## src/sv/nonrestoring_unsigned_divider_defines.svh

```systemverilog
// assertion macros for the divider
`ifndef NONRESTORING_UNSIGNED_DIVIDER_DEFINES_SVH
`define NONRESTORING_UNSIGNED_DIVIDER_DEFINES_SVH

// same-cycle implication, checked outside reset
`define NRD_ASSERT_IMP(lbl, ante, cons, msg) \
	lbl: assert property (@(posedge clk) disable iff (!arst_n) (ante) |-> (cons)) \
		else $error(msg);

// next-cycle implication, checked outside reset
`define NRD_ASSERT_NXT(lbl, ante, cons, msg) \
	lbl: assert property (@(posedge clk) disable iff (!arst_n) (ante) |=> (cons)) \
		else $error(msg);

`endif

```

## src/sv/nrd_pkg.sv

```systemverilog
// shared types and constants of the non-restoring divider
package nrd_pkg;

	localparam int unsigned DEF_WIDTH = 32;
	localparam int unsigned FIELD_W   = 32;

	typedef struct packed {
		logic [FIELD_W-1:0] dividend;
		logic [FIELD_W-1:0] divisor;
	} in_t;

	typedef struct packed {
		logic [FIELD_W-1:0] quotient;
		logic [FIELD_W-1:0] remainder;
		logic               divide_by_zero;
	} out_t;

endpackage

```

## src/sv/nrd_fix.sv

```systemverilog
// final remainder correction and output register
module nrd_fix #(
	parameter int unsigned WIDTH = nrd_pkg::DEF_WIDTH
) (
	input  logic             clk,
	input  logic             arst_n,
	input  logic             in_valid,
	output logic             in_ready,
	input  logic [WIDTH:0]   in_a,
	input  logic [WIDTH-1:0] in_q,
	input  logic [WIDTH-1:0] in_m,
	input  logic             in_dz,
	output logic             out_valid,
	input  logic             out_ready,
	output nrd_pkg::out_t    out_data
);

	logic [WIDTH:0]  fixed;
	nrd_pkg::out_t   res;
	logic            valid_q;
	nrd_pkg::out_t   data_q;

	// a zero divisor leaves the dividend in the remainder and all ones in the quotient
	always_comb begin
		if (in_a[WIDTH]) begin
			fixed = in_a + {1'b0, in_m};
		end else begin
			fixed = in_a;
		end
		res.quotient       = nrd_pkg::FIELD_W'(in_q);
		res.remainder      = nrd_pkg::FIELD_W'(fixed[WIDTH-1:0]);
		res.divide_by_zero = in_dz;
	end

	assign in_ready = !valid_q || out_ready;

	always_ff @(posedge clk or negedge arst_n) begin
		if (!arst_n) begin
			valid_q <= 1'b0;
		end else if (in_ready) begin
			valid_q <= in_valid;
		end
	end

	always_ff @(posedge clk) begin
		if (in_valid && in_ready) begin
			data_q <= res;
		end
	end

	assign out_valid = valid_q;
	assign out_data  = data_q;

endmodule

```

## config.mk

```make
export PLATFORM = sky130hd
export DESIGN_NAME = nrd_fix
export DESIGN_NICKNAME = d
export VERILOG_FILES = /design/src/sv/nonrestoring_unsigned_divider_defines.svh /design/src/sv/nrd_pkg.sv /design/src/sv/nrd_fix.sv
export SDC_FILE = /design/constraint.sdc
export NUM_CORES = 1
export LEC_CHECK = 0
export ABC_AREA = 0
export BUFFER_PORTS_ARGS = -buffer_cell sky130_fd_sc_hd__buf_2
export CELL_PAD_IN_SITES_DETAIL_PLACEMENT = 1
export CELL_PAD_IN_SITES_GLOBAL_PLACEMENT = 1
export CORE_MARGIN = 2
export CORE_UTILIZATION = 41
export CTS_BUF_LIST = sky130_fd_sc_hd__clkbuf_8
export DETAILED_ROUTE_END_ITERATION = 10
export MAX_ROUTING_LAYER = met4
export PLACE_DENSITY = 0.95
export SETUP_SLACK_MARGIN = 0.3
export SKIP_LAST_GASP = 1
export SYNTH_ARGS = -nofsm -noshare
export SYNTH_HDL_FRONTEND = slang
export SYNTH_SLANG_ARGS = --single-unit
```

## constraint.sdc

```tcl
create_clock -name clk -period 5.4 [get_ports clk]
set_clock_uncertainty 0.2 [all_clocks]
set_input_delay 0.27 -clock clk [delete_from_list [all_inputs] [get_ports clk]]
set_output_delay 0.27 -clock clk [all_outputs]
set_load 0.02 [all_outputs]
```

Yosys cells after proc, flatten, opt, wreduce, memory -nomap -nowiden:

Index checks and enable logic that the tools add are counted.

* register bits after elaboration: 66
* bits of input ports: 102
* word-level logic and storage cells: 9

* $add $sub $neg: 1
* muxes and demuxes: 1
* reduce and logical (&&, ||, !) cells: 3

Operators with widths (count)
* 32-bit adder: 1
* 32-bit two-way mux: 1
* 1-bit logical AND: 1
* 1-bit logical NOT: 1
* 1-bit logical OR: 1

Logic depth before layout (Yosys ltp):

* word-level depth: 3
* mapped depth: 10
* depth with buffers taken out: 10

Worst setup path after synthesis:

OpenSTA, ideal clock, no wires.

* kind: reg2reg
* from: reg valid_q, in the netlist out_valid
* to: reg data_q (netlist bit out_data[0]), enable pin
* setup time: 0.430 ns
* arrival time: 2.273 ns
* data required time: 4.770 ns
* slack: 2.497 ns
* stages on the path, launching flop included: 3
* buffers on the path: 0
* clock period less this slack: 2.903 ns
* path through: dfrtp_1 -> nand2b_1 -> and2_1

* longest elaborated chain between the ends: 3

Ends and longest elaborated chain
* start, declared: line nrd_fix.sv:20 `logic valid_q;`
* start signal, assigned: line nrd_fix.sv:41 `valid_q <= in_valid;`
* 1-bit logical NOT: line nrd_fix.sv:35 `assign in_ready = !valid_q || out_ready;`
* 1-bit logical OR: line nrd_fix.sv:35
* net in_ready: line nrd_fix.sv:8 `output logic in_ready,`
* 1-bit logical AND: line nrd_fix.sv:46 `if (in_valid && in_ready) begin`
* end signal, assigned: line nrd_fix.sv:47 `data_q <= res;`
* end, declared: line nrd_fix.sv:21 `nrd_pkg::out_t data_q;`

The timed path passes the listed nets, and every way through them passes these cells.
A chain may end at the register's enable or synchronous reset.

Worst setup path after layout:

* from: in in_a[0]
* to: reg data_q (netlist bit out_data[23]), data pin

* longest elaborated chain between the ends: 2

Ends and longest elaborated chain
* start, declared: line nrd_fix.sv:9 `input logic [WIDTH:0] in_a,`
* 32-bit adder: line nrd_fix.sv:26 `fixed = in_a + {1'b0, in_m};`
* 32-bit two-way mux: line nrd_fix.sv:25 `if (in_a[WIDTH]) begin`
* net fixed[22]: line nrd_fix.sv:18 `logic [WIDTH:0] fixed;`

The timed path passes the listed nets, and every way through them passes these cells.

==> results by group <==
Global route
  – Vias in the first global route: 4,159
  – Largest net degree at the start of global routing: between 60 and 70
  – Antenna violations before repair: 2
  – GRT Overall Usage: 0.290
  – First-pass GRT wire length: around 24,000 µm
  – Gr ovfl total: 0

Setup path
  – Worst Setup End Kind: register
  – CP max stage cell: fa_1
  – Crit path largest cell delay: ~0.42 ns
  – Crit path buffers/inverters: 1
  – CP Max Fanout: 3
  – Delay-heaviest family, CP: compound AO/OA/AOI/OAI gates
  – Crit start category: primary input
  – Critical Path RT: 5.30 ns
  – Crit-path cells: buf_2 -> ha_1 -> fa_1 -> a21o_1 -> a31oi_1 -> nor3_2 -> o211ai_2 -> a21oi_2 -> nor2_1 -> xnor2_1 -> mux2_2
  – Setup CP Type: primary input to register
  – CP arrival: approximately 2.7 ns

Placed design
  – Buffers on Ports: roughly 170
  – Gpl congestion: around 0.86
  – Post-DP HPWL: roughly 9800 µm
  – Dpl cells: 642

Power and ir drop
  – Leakage: 2.47 nW
  – Max IR drop VDD: about 0.12 mV
  – NetSw: roughly 0.48 mW
  – Reg power frac: 0.404
  – Power density over the cells: 273 nW/µm²
  – Clk pwr share: 0.310
  – Fraction of power spent switching nets: 0.309
  – Int Pwr: 1.07 mW
  – Combinational share of power: 0.285

Floorplanning
  – Num rows: 36
  – Core area: between 9000 and 10,000 µm²
  – Die Y-Extent: 105 µm
  – Die area: between 10,000 and 15,000 µm²
  – Starting Density: 0.424
  – Num ports: ~170
  – Die Width: about 100 µm

STA
  – RSZ-0062 raised after global routing: no
  – Max-slew violations: 0
  – Setup-failing EPs final: 0
  – Hold violation total from the final report: 0
  – Final setup TNS: 0 ns
  – Slew margin rel.: 0.410
  – Minimum clock period: 2.80 ns
  – Post-route clock period utilization: 0.518
  – Worst-Margin Slew: 0.885 ns
  – Max Clk Rate: 0.357 GHz

Synth
  – Yosys cell types: 62
  – Area contributors post-synth: edfxtp_1 (47%), ha_1 (9.4%), mux2_2 (7.1%)
  – Mean Syn Cell Area: 11.8 µm²
  – Syn Nets: approximately 490
  – Post-Synthesis Cells: 351
  – Top cell type by total area after synthesis: edfxtp_1
  – Post-synth top flop: edfxtp_1
  – Synth warn: 0
  – Register area share after synthesis: 0.477
  – Synth async-reset ratio: 0.0152
  – Netlist Area Pre-Place: 4150 µm²
  – Post-synth EDFFs: 65
  – Top cell type's share of synthesized area: 0.471
  – Register bit total from synthesis: 66

CTS
  – CTS Sinks: 66
  – Clock Tree Root: clkbuf_8
  – TritonCTS clock tree: yes
  – Reg clk slew, reported paths: 0.07 ns
  – CTS Buf Count: 9
  – Insertion delay to the later sink of the worst-skew pair: 0.35 ns
  – Post-CTS sizing: 0
  – H-Tree Depth: 3
  – Clk buf depth: 2

Detailed routing
  – WL/cell: 22.1 µm
  – Via count: ~3,900
  – Routed wire length: around 15,000 µm
  – DR iter-0 viols: between 150 and 200
  – Vias per cell: 5.58
  – Drc violations: 0
  – Antenna viol nets, final: 0
  – Initial DRT Pass Iterations: 5

Finish
  – Fin cells: 695
  – Syn-to-layout area delta: 36.7%
  – Layout cells sized above 1: 0.411
  – Commonest non-fill, non-tap cell in the layout: buf_2
  – Final core occ: 0.580
  – Commonest non-fill, non-tap cells in the layout: buf_2 (168), edfxtp_1 (65), dlygate4sd3_1 (35)
  – Nets@finish: 689

Outcome
  – Status: completed

Job
  – Max cap viols: 0

Min path
  – Min-delay worst type: primary input to register
[flip-flops by register name, indices dropped and copies added, names as in the netlist]
signal / count
out_data: 65
out_valid: 1
[area by class of cell]
| type | count | area (µm²) |
|---|---|---|
| Fill cell | 1075 | 4110 |
| Clock inverter | 6 | 82.6 |
| Tap cell | 133 | 166 |
| Timing Repair Buffer | 204 | 1200 |
| Sequential cell | 66 | 1980 |
| Inverter | 7 | 26.3 |
| Antenna cell | 2 | 5.00 |
| Multi-Input combinational cell | 267 | 2070 |
| Clock buffer | 10 | 138 |
[cells by family after synthesis]
group	Yosys count	share of synthesized area
compound gates	107	0.182
xor+xnor	25	0.0528
fa+ha+maj	32	0.0984
buf+inv	18	0.0235
flops	66	0.477
mux	26	0.0706
simple gates	77	0.0960
[worst paths after layout]
| check | slack (ns) | startpoint | cells past startpoint | endpoint |
|---|---|---|---|---|
| worst min register to register | 0.45 | out_valid | 2 | out_valid |
| worst max register to register | 3.35 | out_valid | 3 | out_data[64] |
| min in group asynchronous | 0.06 | arst_n | 2 | out_valid |
| max in group asynchronous | 4.86 | arst_n | 2 | out_valid |
| worst max-delay path | 2.60 | in_a[0] | 11 | out_data[23] |
| worst min-delay path | 0.04 | in_a[18] | 2 | out_data[19] |
[Yosys cell counts (2+ instances only)]
cell / count
nand3_1: 6
o21bai_1: 4
and2_2: 2
xor2_1: 8
ha_1: 31
o21ai_1: 3
o211a_1: 3
o31ai_1: 5
a31oi_1: 2
nand4_1: 7
o21ai_0: 12
nand2_1: 20
a22oi_1: 2
or2_2: 2
nor3b_1: 2
a21boi_2: 2
a21oi_2: 3
o21a_1: 4
a21oi_1: 29
edfxtp_1: 65
nor2_1: 19
inv_1: 7
o2111ai_1: 2
a221o_1: 3
nor2b_1: 3
a21o_1: 14
o211ai_1: 4
clkbuf_1: 4
and2_1: 2
xnor2_1: 17
buf_4: 5
nand2b_1: 3
mux2_2: 26
o211ai_2: 2
[timing repair]
action / CTS / global route
setup buffers: 0 / 0
endpoints found under the hold margin: 35 / 0
hold buffers: 35 / 0
[worst register-to-register path: cells and delay by family, from the launching register on]
kind	cells	cell delay [ns]
buf+inv	1	0.67
flops	1	0.40
simple gates	2	0.36
[through the flow]
step / setup slack, ns / power, mW / hold WS (ns) / area, µm²
final: 2.60 / 1.55 / 0.0394 / 5670
after floorplan: 2.50 / 0.907 / -0.226 / 4150
after global routing: 2.46 / 1.61 / 0.0362 / 5670
after detailed placement: 2.30 / 1.04 / -0.148 / 5090
after global placement: 2.32 / 1.02 / -0.156 / 5090
after CTS: 2.65 / 1.53 / 0.0248 / 5660
[per-layer routing]
layer / track usage / routed length, µm
met5: - / 0
met4: 0.116 / 484
met3: 0.0593 / 1050
met2: 0.507 / 7860
met1: 0.324 / 5940
[power groups by stage]
| stage | Sequential, mW | Combinational [mW] | Clock [mW] |
|---|---|---|---|
| after floorplan | 0.683 | 0.224 | 0 |
| after global placement | 0.633 | 0.388 | 0 |
| after detailed placement | 0.635 | 0.403 | 0 |
| after CTS | 0.624 | 0.430 | 0.479 |
| after global routing | 0.629 | 0.475 | 0.504 |
| final | 0.627 | 0.442 | 0.481 |
(Power assumes the default switching activity.)
