$ cat config.mk
export PLATFORM = sky130hd
export DESIGN_NAME = nrd_cell
export DESIGN_NICKNAME = d
export VERILOG_FILES = /design/src/sv/nonrestoring_unsigned_divider_defines.svh /design/src/sv/nrd_pkg.sv /design/src/sv/nrd_cell.sv
export SDC_FILE = /design/constraint.sdc
export NUM_CORES = 1
export LEC_CHECK = 0
export ABC_AREA = 1
export BUFFER_PORTS_ARGS = -buffer_cell sky130_fd_sc_hd__buf_2
export CAP_MARGIN = 20
export CORE_UTILIZATION = 35
export DETAILED_ROUTE_END_ITERATION = 8
export PLACE_DENSITY = 0.66
export SETUP_SLACK_MARGIN = 0.3
export SLEW_MARGIN = 20
export SYNTH_ARGS = -nofsm -noshare
export SYNTH_HDL_FRONTEND = slang
export SYNTH_SLANG_ARGS = --single-unit
$ cat constraint.sdc
create_clock -name clk -period 5.72 [get_ports clk]
set_clock_uncertainty 0.05 [all_clocks]
set_input_delay 0.572 -clock clk [delete_from_list [all_inputs] [get_ports clk]]
set_output_delay 0.572 -clock clk [all_outputs]
set_load 0.1 [all_outputs]
$ cat src/sv/nonrestoring_unsigned_divider_defines.svh
// assertion macros for the divider
`ifndef NONRESTORING_UNSIGNED_DIVIDER_DEFINES_SVH
`define NONRESTORING_UNSIGNED_DIVIDER_DEFINES_SVH

// same-cycle implication, checked outside reset
`define NRD_ASSERT_IMP(lbl, ante, cons, msg) \
	lbl: assert property (@(posedge clk) disable iff (!arst_n) (ante) |-> (cons)) \
		else $error(msg);

// next-cycle implication, checked outside reset
`define NRD_ASSERT_NXT(lbl, ante, cons, msg) \
	lbl: assert property (@(posedge clk) disable iff (!arst_n) (ante) |=> (cons)) \
		else $error(msg);

`endif

$ cat src/sv/nrd_pkg.sv
// shared types and constants of the non-restoring divider
package nrd_pkg;

	localparam int unsigned DEF_WIDTH = 32;
	localparam int unsigned FIELD_W   = 32;

	typedef struct packed {
		logic [FIELD_W-1:0] dividend;
		logic [FIELD_W-1:0] divisor;
	} in_t;

	typedef struct packed {
		logic [FIELD_W-1:0] quotient;
		logic [FIELD_W-1:0] remainder;
		logic               divide_by_zero;
	} out_t;

endpackage

$ cat src/sv/nrd_cell.sv
// one add/subtract step of the divider array, with its own stage register
module nrd_cell #(
	parameter int unsigned WIDTH = nrd_pkg::DEF_WIDTH
) (
	input  logic             clk,
	input  logic             arst_n,
	input  logic             in_valid,
	output logic             in_ready,
	input  logic [WIDTH:0]   in_a,
	input  logic [WIDTH-1:0] in_q,
	input  logic [WIDTH-1:0] in_m,
	input  logic             in_dz,
	output logic             out_valid,
	input  logic             out_ready,
	output logic [WIDTH:0]   out_a,
	output logic [WIDTH-1:0] out_q,
	output logic [WIDTH-1:0] out_m,
	output logic             out_dz
);

	logic [WIDTH:0]   shifted;
	logic [WIDTH:0]   sum;
	logic [WIDTH-1:0] q_next;
	logic             valid_q;
	logic [WIDTH:0]   a_q;
	logic [WIDTH-1:0] q_q;
	logic [WIDTH-1:0] m_q;
	logic             dz_q;

	// top quotient bit moves into the partial remainder
	assign shifted = {in_a[WIDTH-1:0], in_q[WIDTH-1]};

	// sign of the old partial remainder picks add or subtract
	always_comb begin
		if (in_a[WIDTH]) begin
			sum = shifted + {1'b0, in_m};
		end else begin
			sum = shifted - {1'b0, in_m};
		end
		q_next = {in_q[WIDTH-2:0], ~sum[WIDTH]};
	end

	assign in_ready = !valid_q || out_ready;

	always_ff @(posedge clk or negedge arst_n) begin
		if (!arst_n) begin
			valid_q <= 1'b0;
		end else if (in_ready) begin
			valid_q <= in_valid;
		end
	end

	always_ff @(posedge clk) begin
		if (in_valid && in_ready) begin
			a_q  <= sum;
			q_q  <= q_next;
			m_q  <= in_m;
			dz_q <= in_dz;
		end
	end

	assign out_valid = valid_q;
	assign out_a     = a_q;
	assign out_q     = q_q;
	assign out_m     = m_q;
	assign out_dz    = dz_q;

endmodule

# Word level (Yosys, flattened, before mapping)
# Index checks and enable logic that the tools add are counted.
# totals
reg_bits	99
out_inout_bits	100
# classes
addsub	2
muxes	1
bitwise_logic	1
n_reduce_logical	3
# op_table
operator	n
33-bit by 32-bit adder with 33-bit output	1
33-bit 2-to-1 mux	1
33-bit by 32-bit subtractor with 33-bit output	1
1-bit logical AND	1
1-bit zero test	1
1-bit logical OR	1
1-bit inverter	1

# Depth between registers and ports, before layout
# Gate-level depths: netlist (run 1).
# logic_depth
ltp_word	3
ltp_mapped	20
depth_no_buf	20

# Worst setup path before layout (run 1)
# Ideal clock, no wire load.
# synth_timing
path_type	reg-to-reg
from	reg valid_q, in the netlist out_valid
to	reg a_q[0], in the netlist out_a[0] (enable)
setup_time_ps	586
arrival_time_ps	5663
required_time_ps	5084
setup_slack_ps	-578
stages_incl_launch_ff	2
cell_sequence	dfrtp_1 -> a21oi_1
# synth_between
elab_chain_len	3
# synth_rtl
item	line_no	rtl
from (decl)	nrd_cell.sv:24	logic valid_q;
from (signal assigned)	nrd_cell.sv:49	valid_q <= in_valid;
1-bit zero test	nrd_cell.sv:43	assign in_ready = !valid_q || out_ready;
1-bit logical OR	nrd_cell.sv:43	
1-bit logical AND	nrd_cell.sv:54	if (in_valid && in_ready) begin
to (signal assigned)	nrd_cell.sv:55	a_q <= sum;
to (decl)	nrd_cell.sv:25	logic [WIDTH:0] a_q;
# Every way passes these cells.
# A chain may end at the register's enable or synchronous reset.

# Worst setup path in the final report (run 1)
# layout_timing
from	in in_a[32]
to	reg a_q[27], in the netlist out_a[27], data pin
# layout_between
elab_chain_len	1
# layout_rtl
item	line_no	rtl
from (decl)	nrd_cell.sv:9	input logic [WIDTH:0] in_a,
33-bit 2-to-1 mux	nrd_cell.sv:35	if (in_a[WIDTH]) begin
via sum[27]	nrd_cell.sv:22	logic [WIDTH:0] sum;
# The timed path passes the listed nets, and every way through them passes these cells.

==> key figures, run 1 <==
Synthesis
  – Post-synth cell types: 34
  – Number of nets in the synthesized netlist: 938
  – EDFF count, synth: just under 100
  – Commonest cells post-synth: nand2_1, inv_1, edfxtp_1
  – Number of storage elements in the synthesis netlist: 99
  – Xor and xnor area share after synthesis: 0.0546
  – Synthesized area: 6420 sq um
  – Number of instances in the synthesized netlist: between 800 and 900
  – Compound-gate portion of the synthesized area: 0.0394
  – Mux contribution to synthesized area: 0
  – Count of synthesis-stage warnings from yosys: 0
  – Basic-gate share of the synthesized area counting and, or, nand and nor cells: 0.285
  – Leading post-synthesis cells by cell area: edfxtp_1, nand2_1, inv_1
  – Cell type with the largest total area after synthesis: edfxtp_1
  – Synth Area in Adders: 0.0694
  – Avg Cell Area, Syn: 8.01 sq um
  – Most common flop cell mapped by yosys: edfxtp_1
  – Share of the synthesized area in the top cell type: 0.459
  – Library cell with the highest instance count after synthesis: nand2_1
  – Sequential area share after synthesis: 0.463
  – Combinational family with the most area after synthesis: simple AND/OR/NAND/NOR gates
  – Ys async rst share: 0.0101

Placed design
  – IO Port Bufs: about 200
  – Final weighted congestion in routability-driven placement: slightly below 0.9
  – Post-DP Area: just under 8000 sq um
  – Final HPWL DP: 13,600 um

Floorplan
  – Width of the die: ~140 um
  – Placeable core region: about 18,000 sq um
  – Die outline area: about 19,000 sq um
  – Number of rows created at floorplan: between 40 and 50
  – Height of the die: between 100 and 150 um
  – Initial Utilization: 0.357
  – Boundary pin count: ~200

Layout
  – Area growth from synthesis to final layout: 25.2%
  – Diodes inserted: 0
  – Number of nets in the finished design: ~1,100
  – Summed area of non-filler cells in the final layout: 8030 sq um
  – Layout filler cell count: roughly 1,800
  – Proportion of layout cells with a drive suffix above 1: 0.243
  – Area taken by multi-input logic gates: a little under 3000 sq um
  – Sequential cell area: 2970 sq um

Min path
  – Type of the most critical hold path: input port to flop

Detailed routing
  – Total routed wirelength: approximately 16,000 um
  – Number of vias per cell after detailed routing: roughly 4.5
  – Number of nets still failing antenna checks after routing: 0
  – Number of vias after detailed routing: roughly 5,600
  – Residual DRC: 0
  – Initial drt markers: 267
  – Wirelength per Cell: about 13 um
  – Pre-antenna DRT Iters: 5

Worst setup path
  – Setup CP Type: input port to flop
  – Worst Setup Start Kind: input port
  – Critical path arrival: ~3200 ps
  – Critical path peak fanout: 32
  – Required time of the critical path: 5790 ps
  – Critical path endpoint category: flop

Clocking
  – TritonCTS clock tree: done
  – Clock transition at the register clock pins on the worst setup and hold paths after CTS: approximately 80 ps
  – Maximum level of the CTS H-tree: 3
  – Total number of clock tree sinks: approximately 100
  – CTS Buf Count: 9
  – Clock Tree Root: clkbuf_16
  – Clock latency reported for the late side of the worst-skew pair: about 350 ps
  – Deepest clock path buffer count: 2

Global routing
  – GRT Util Overall: 0.182
  – Initial antenna violation count: 0
  – Via count of the first global-routing pass: 5,370
  – Grt total ovfl: 0
  – Wire length of the first global-routing pass: ~26,000 um
  – Pin count of the biggest net entering global routing: 72

STA
  – Crit path time final: 3160 ps
  – Setup repair after global routing missed its margin: false
  – Worst-margin pin slew: around 960 ps
  – Final Slew Violations: 0
  – Setup TNS: 0 ps
  – Slew headroom: 0.361
  – Max frequency: between 300 and 400 MHz
  – Final cycle utilization of the critical path: 0.553
  – Endpoints failing setup: 0
  – Final Hold Fails: 0

Run
  – Max-capacitance violation count: 0

Pwr
  – Worst vdd ir: roughly 0.16 mV
  – Static power due to leakage: between 0.004 and 0.005 uW
  – Power density over the cells: ~310 nW/um^2

Outcome
  – Run status: completed
## routing by layer
layer,track usage,part of all wire,vias up
li1,-,-,2960
met5,0,0,-
met1,0.225,0.46,2467
met2,0.310,0.47,156
met4,0.0824,0.027,0
met3,0.0294,0.050,24
## cell usage in the layout, fill, tap and decap left out, types with 2 or more instances in the layout
cell type	count
inv_8	2
inv_2	6
a21o_1	2
nand2_4	3
nand2_1	283
o21ai_0	7
ha_1	34
nand3_1	43
xnor2_1	4
nand4_1	7
o21bai_1	4
nor2_2	3
nor3_2	2
a21oi_1	28
nand2_2	7
inv_1	139
nor3_1	6
o21ai_2	2
inv_6	2
nand3_2	3
o21ai_1	2
clkbuf_16	9
nor2_1	68
xor2_1	36
buf_2	201
edfxtp_1	98
## final cells by class
class	instances	area share
clock inverters	6	0.00966
clock buffers	10	0.0285
repair buffers	203	0.129
well taps	229	0.0357
multi-input cells	553	0.360
inverters	145	0.0678
flip-flops and latches	99	0.370
## flip-flops by register name, summed over array words and instances (netlist names)
signal and flops:
out_valid 1, out_dz 1, out_a 33, out_q 32
out_m 32
## critical path: stages
cell     delay [ps]
buf_2           150
inv_1           710
nand2_1         210
xor2_1          190
ha_1            360
a21oi_1         350
nand2_1         120
inv_1            60
nand2_1          90
a21oi_1         220
nand2_1          70
nand2_1          60
nand2_1          40
## cell families after synthesis
kind of cell / Yosys count
adder cells (fa/ha/maj): 35
AO/OA/AOI/OAI: 46
buffers and inverters: 149
XOR/XNOR: 40
AND/OR/NAND/NOR: 432
flip-flops: 99
## through the flow
| step | util | instances | total power [uW] | hold WS, ps | setup slack, ps |
|---|---|---|---|---|---|
| 2_1_floorplan | - | 801 | 1680 | 226 | 1620 |
| 3_3_place_gp | 0.429 | 1228 | 1870 | 297 | 2220 |
| 3_5_place_dp | 0.429 | 1228 | 1870 | 297 | 2200 |
| 4_1_cts | 0.447 | 1245 | 2520 | 319 | 2580 |
| 5_1_grt | 0.447 | 1245 | 2620 | 318 | 2260 |
| 6_report | 0.447 | 1245 | 2500 | 334 | 2560 |
## final timing paths
check | end | depth (start not counted) | slack [ps] | start
hold / removal | out_q[2] | 1 | 330 | in_q[1]
hold reg to reg | out_valid | 2 | 540 | out_valid
setup / recovery | out_a[27] | 13 | 2560 | in_a[32]
min in group asynchronous | out_valid | 2 | 460 | arst_n
setup reg to reg | out_m[26] | 2 | 3680 | out_valid
max in group asynchronous | out_valid | 2 | 5080 | arst_n
## repair_timing
item | in CTS | in global routing
buffers inserted | 0 | 0
hold buffers | 1 | 0
endpoints found under the hold margin | 1 | 0
resized for setup | 0 | 0
## report_power, final
part	internal, uW	switching [uW]
combinational	206	754
clock	349	294
sequential	882	13.5
total	1440	1060
No activity file was read; power rests on OpenSTA's default activity.
==> run 2: changes to the inputs <==
PLACE_DENSITY = 0.63   (was 0.66)
clock period = 3.03 ns   (was 5.72 ns; I/O delays follow)
==> run 2 against run 1 <==
Net effect: register-to-register slack got worse by 2400 ps; die area unchanged; first-iteration DRC count shrank 17%; final cell count increased by 0.80%; sequential share of layout area is 1.0 points lower; largest cell class is now multi-input gates; routed wire length up 1.3%; combinational power is 95% higher; core utilization is 1.3 points higher; non-clock buffer count rose by 9; global-route usage down 0.055 points; worst setup slack worse by 2100 ps; critical endpoint is now out_a[31]; sequential power grew 89%.
==> key figures, run 2 (same netlist as run 1, synthesis figures left out) <==
Outcome
  – Run status: completed

STA
  – Max frequency: 388 MHz
  – Worst-margin pin slew: ~830 ps
  – Endpoints failing setup: 0
  – Final Slew Violations: 0
  – Post-layout worst setup margin: 453 ps
  – Worst hold slack after final layout: 60.1 ps
  – Final cycle utilization of the critical path: 0.850
  – Crit path time final: approximately 2600 ps
  – Slew headroom: 0.444
  – Setup repair after global routing missed its margin: true
  – Final Hold Fails: 0

Pwr
  – Power density over the cells: a little under 600 nW/um^2
  – Worst vdd ir: between 0.2 and 0.3 mV
  – Static power due to leakage: roughly 0.0043 uW

Worst setup path
  – Required time of the critical path: just over 3000 ps
  – Critical path endpoint category: flop
  – Setup CP Type: input port to flop
  – Cell depth of the worst flop-to-flop path: 2
  – Critical Path Source: in_m[1]
  – Critical register-to-register path endpoint: out_m[6]
  – Source of the worst register-to-register timing path: out_valid
  – Worst Setup Start Kind: input port
  – Critical path peak fanout: 6
  – Worst setup path endpoint: out_a[31]
  – Register-to-register setup slack: about 1300 ps
  – Critical path arrival: around 2700 ps

Detailed routing
  – Residual DRC: 0
  – Pre-antenna DRT Iters: 8
  – Number of vias per cell after detailed routing: 4.52
  – Total routed wirelength: 16,700 um
  – Number of nets still failing antenna checks after routing: 0
  – Initial drt markers: 222
  – Wirelength per Cell: between 10 and 15 um
  – Number of vias after detailed routing: roughly 5,700

Global routing
  – Pin count of the biggest net entering global routing: 62
  – Initial antenna violation count: 1
  – Via count of the first global-routing pass: 5,313
  – GRT Util Overall: 0.181
  – Wire length of the first global-routing pass: about 26,000 um
  – Grt total ovfl: 0

Clocking
  – Clock latency reported for the late side of the worst-skew pair: 360 ps
  – Clock transition at the register clock pins on the worst setup and hold paths after CTS: 80 ps
  – Clock Tree Root: clkbuf_16
  – Maximum level of the CTS H-tree: 3
  – TritonCTS clock tree: done
  – CTS Buf Count: 9
  – Total number of clock tree sinks: a little under 100
  – Deepest clock path buffer count: 2

Floorplan
  – Number of rows created at floorplan: roughly 50
  – Boundary pin count: about 200
  – Die outline area: 18,900 sq um
  – Initial Utilization: 0.357
  – Width of the die: between 100 and 150 um
  – Height of the die: 137 um
  – Placeable core region: 18,000 sq um

Placed design
  – IO Port Bufs: about 200
  – Final weighted congestion in routability-driven placement: slightly below 0.9
  – Worst Setup Slack post-DPL: -62.8 ps
  – Final HPWL DP: around 14,000 um

Layout
  – Proportion of layout cells with a drive suffix above 1: 0.291
  – Leading cell types in the layout, fill and taps excluded: nand2_1, buf_2, inv_1
  – Commonest non-fill, non-tap cell in the layout: nand2_1
  – Area growth from synthesis to final layout: 28.9%
  – Number of flip-flops under the largest register name: 33
  – Layout filler cell count: roughly 1,800
  – Number of nets in the finished design: between 1,000 and 1,500

Run
  – Max-capacitance violation count: 0

Min path
  – Type of the most critical hold path: input port to flop
==> run 2: per-stage QoR <==
step | power, uW | std cells | util | TNS (ps) | instance area, sq um
floorplan | 3160 | 801 | - | 0 | 6430
global placement | 3530 | 1235 | 0.433 | 0 | 7770
detailed placement | 3550 | 1235 | 0.433 | -155 | 7770
CTS | 4790 | 1252 | 0.451 | 0 | 8100
global route | 5030 | 1254 | 0.460 | 0 | 8270
finish | 4790 | 1255 | 0.460 | 0 | 8270
==> run 2: layout make-up <==
| type | instances | area [sq um] | area share |
|---|---|---|---|
| timing repair buffer | 212 | 1100 | 0.133 |
| clock inverter | 7 | 92.6 | 0.0112 |
| multi-input combinational | 553 | 3040 | 0.368 |
| tap | 229 | 287 | 0.0346 |
| sequential | 99 | 2970 | 0.359 |
| clock buffer | 9 | 225 | 0.0272 |
| inverter | 145 | 544 | 0.0658 |
| antenna | 1 | 2.50 | 0.000303 |
==> run 2: power breakdown <==
part | switching (uW) | internal (uW)
sequential | 25.8 | 1670
clock | 566 | 664
combinational | 1450 | 418
==> run 2: routing by layer <==
| layer | track usage | wire (um) | share of wire | up-vias |
|---|---|---|---|---|
| met3 | 0.0305 | 919 | 0.055 | 18 |
| li1 | - | - | - | 2970 |
| met5 | 0 | 0 | 0 | - |
| met1 | 0.226 | 7430 | 0.45 | 2530 |
| met4 | 0.0757 | 360 | 0.022 | 0 |
| met2 | 0.308 | 7950 | 0.48 | 151 |
==> run 2: timing repair <==
item | CTS | global route
setup endpoints to repair | 0 | 19
gates resized for setup | 0 | 43
hold buffers | 1 | 0
setup buffers | 0 | 2
endpoints found under the hold margin | 1 | 0
==> run 2: worst max-delay path, stage by stage <==
cell and delay (ps):
buf_2 110, inv_2 80, ha_4 150, nand3_2 130
nor2_4 150, nand2_1 90, nand2_2 150, o21ai_0 120
xor2_1 150, ha_1 370, nand2_1 90, nand2_1 120
a21oi_2 180, nand2_1 100, a21oi_1 170, nand2_1 80
nand2_1 60, nand2_1 40
==> run 2: how the worst min path moves through the flow <==
stage / from / to / slack, ps / depth (start not counted)
after global placement: arst_n / out_valid / 30 / 1
final: in_q[14] / out_q[15] / 60 / 1
after detailed placement: arst_n / out_valid / 30 / 1
after floorplan: arst_n / out_valid / -40 / 0
after global routing: in_q[14] / out_q[15] / 50 / 1
after CTS: in_q[17] / out_q[18] / 50 / 1
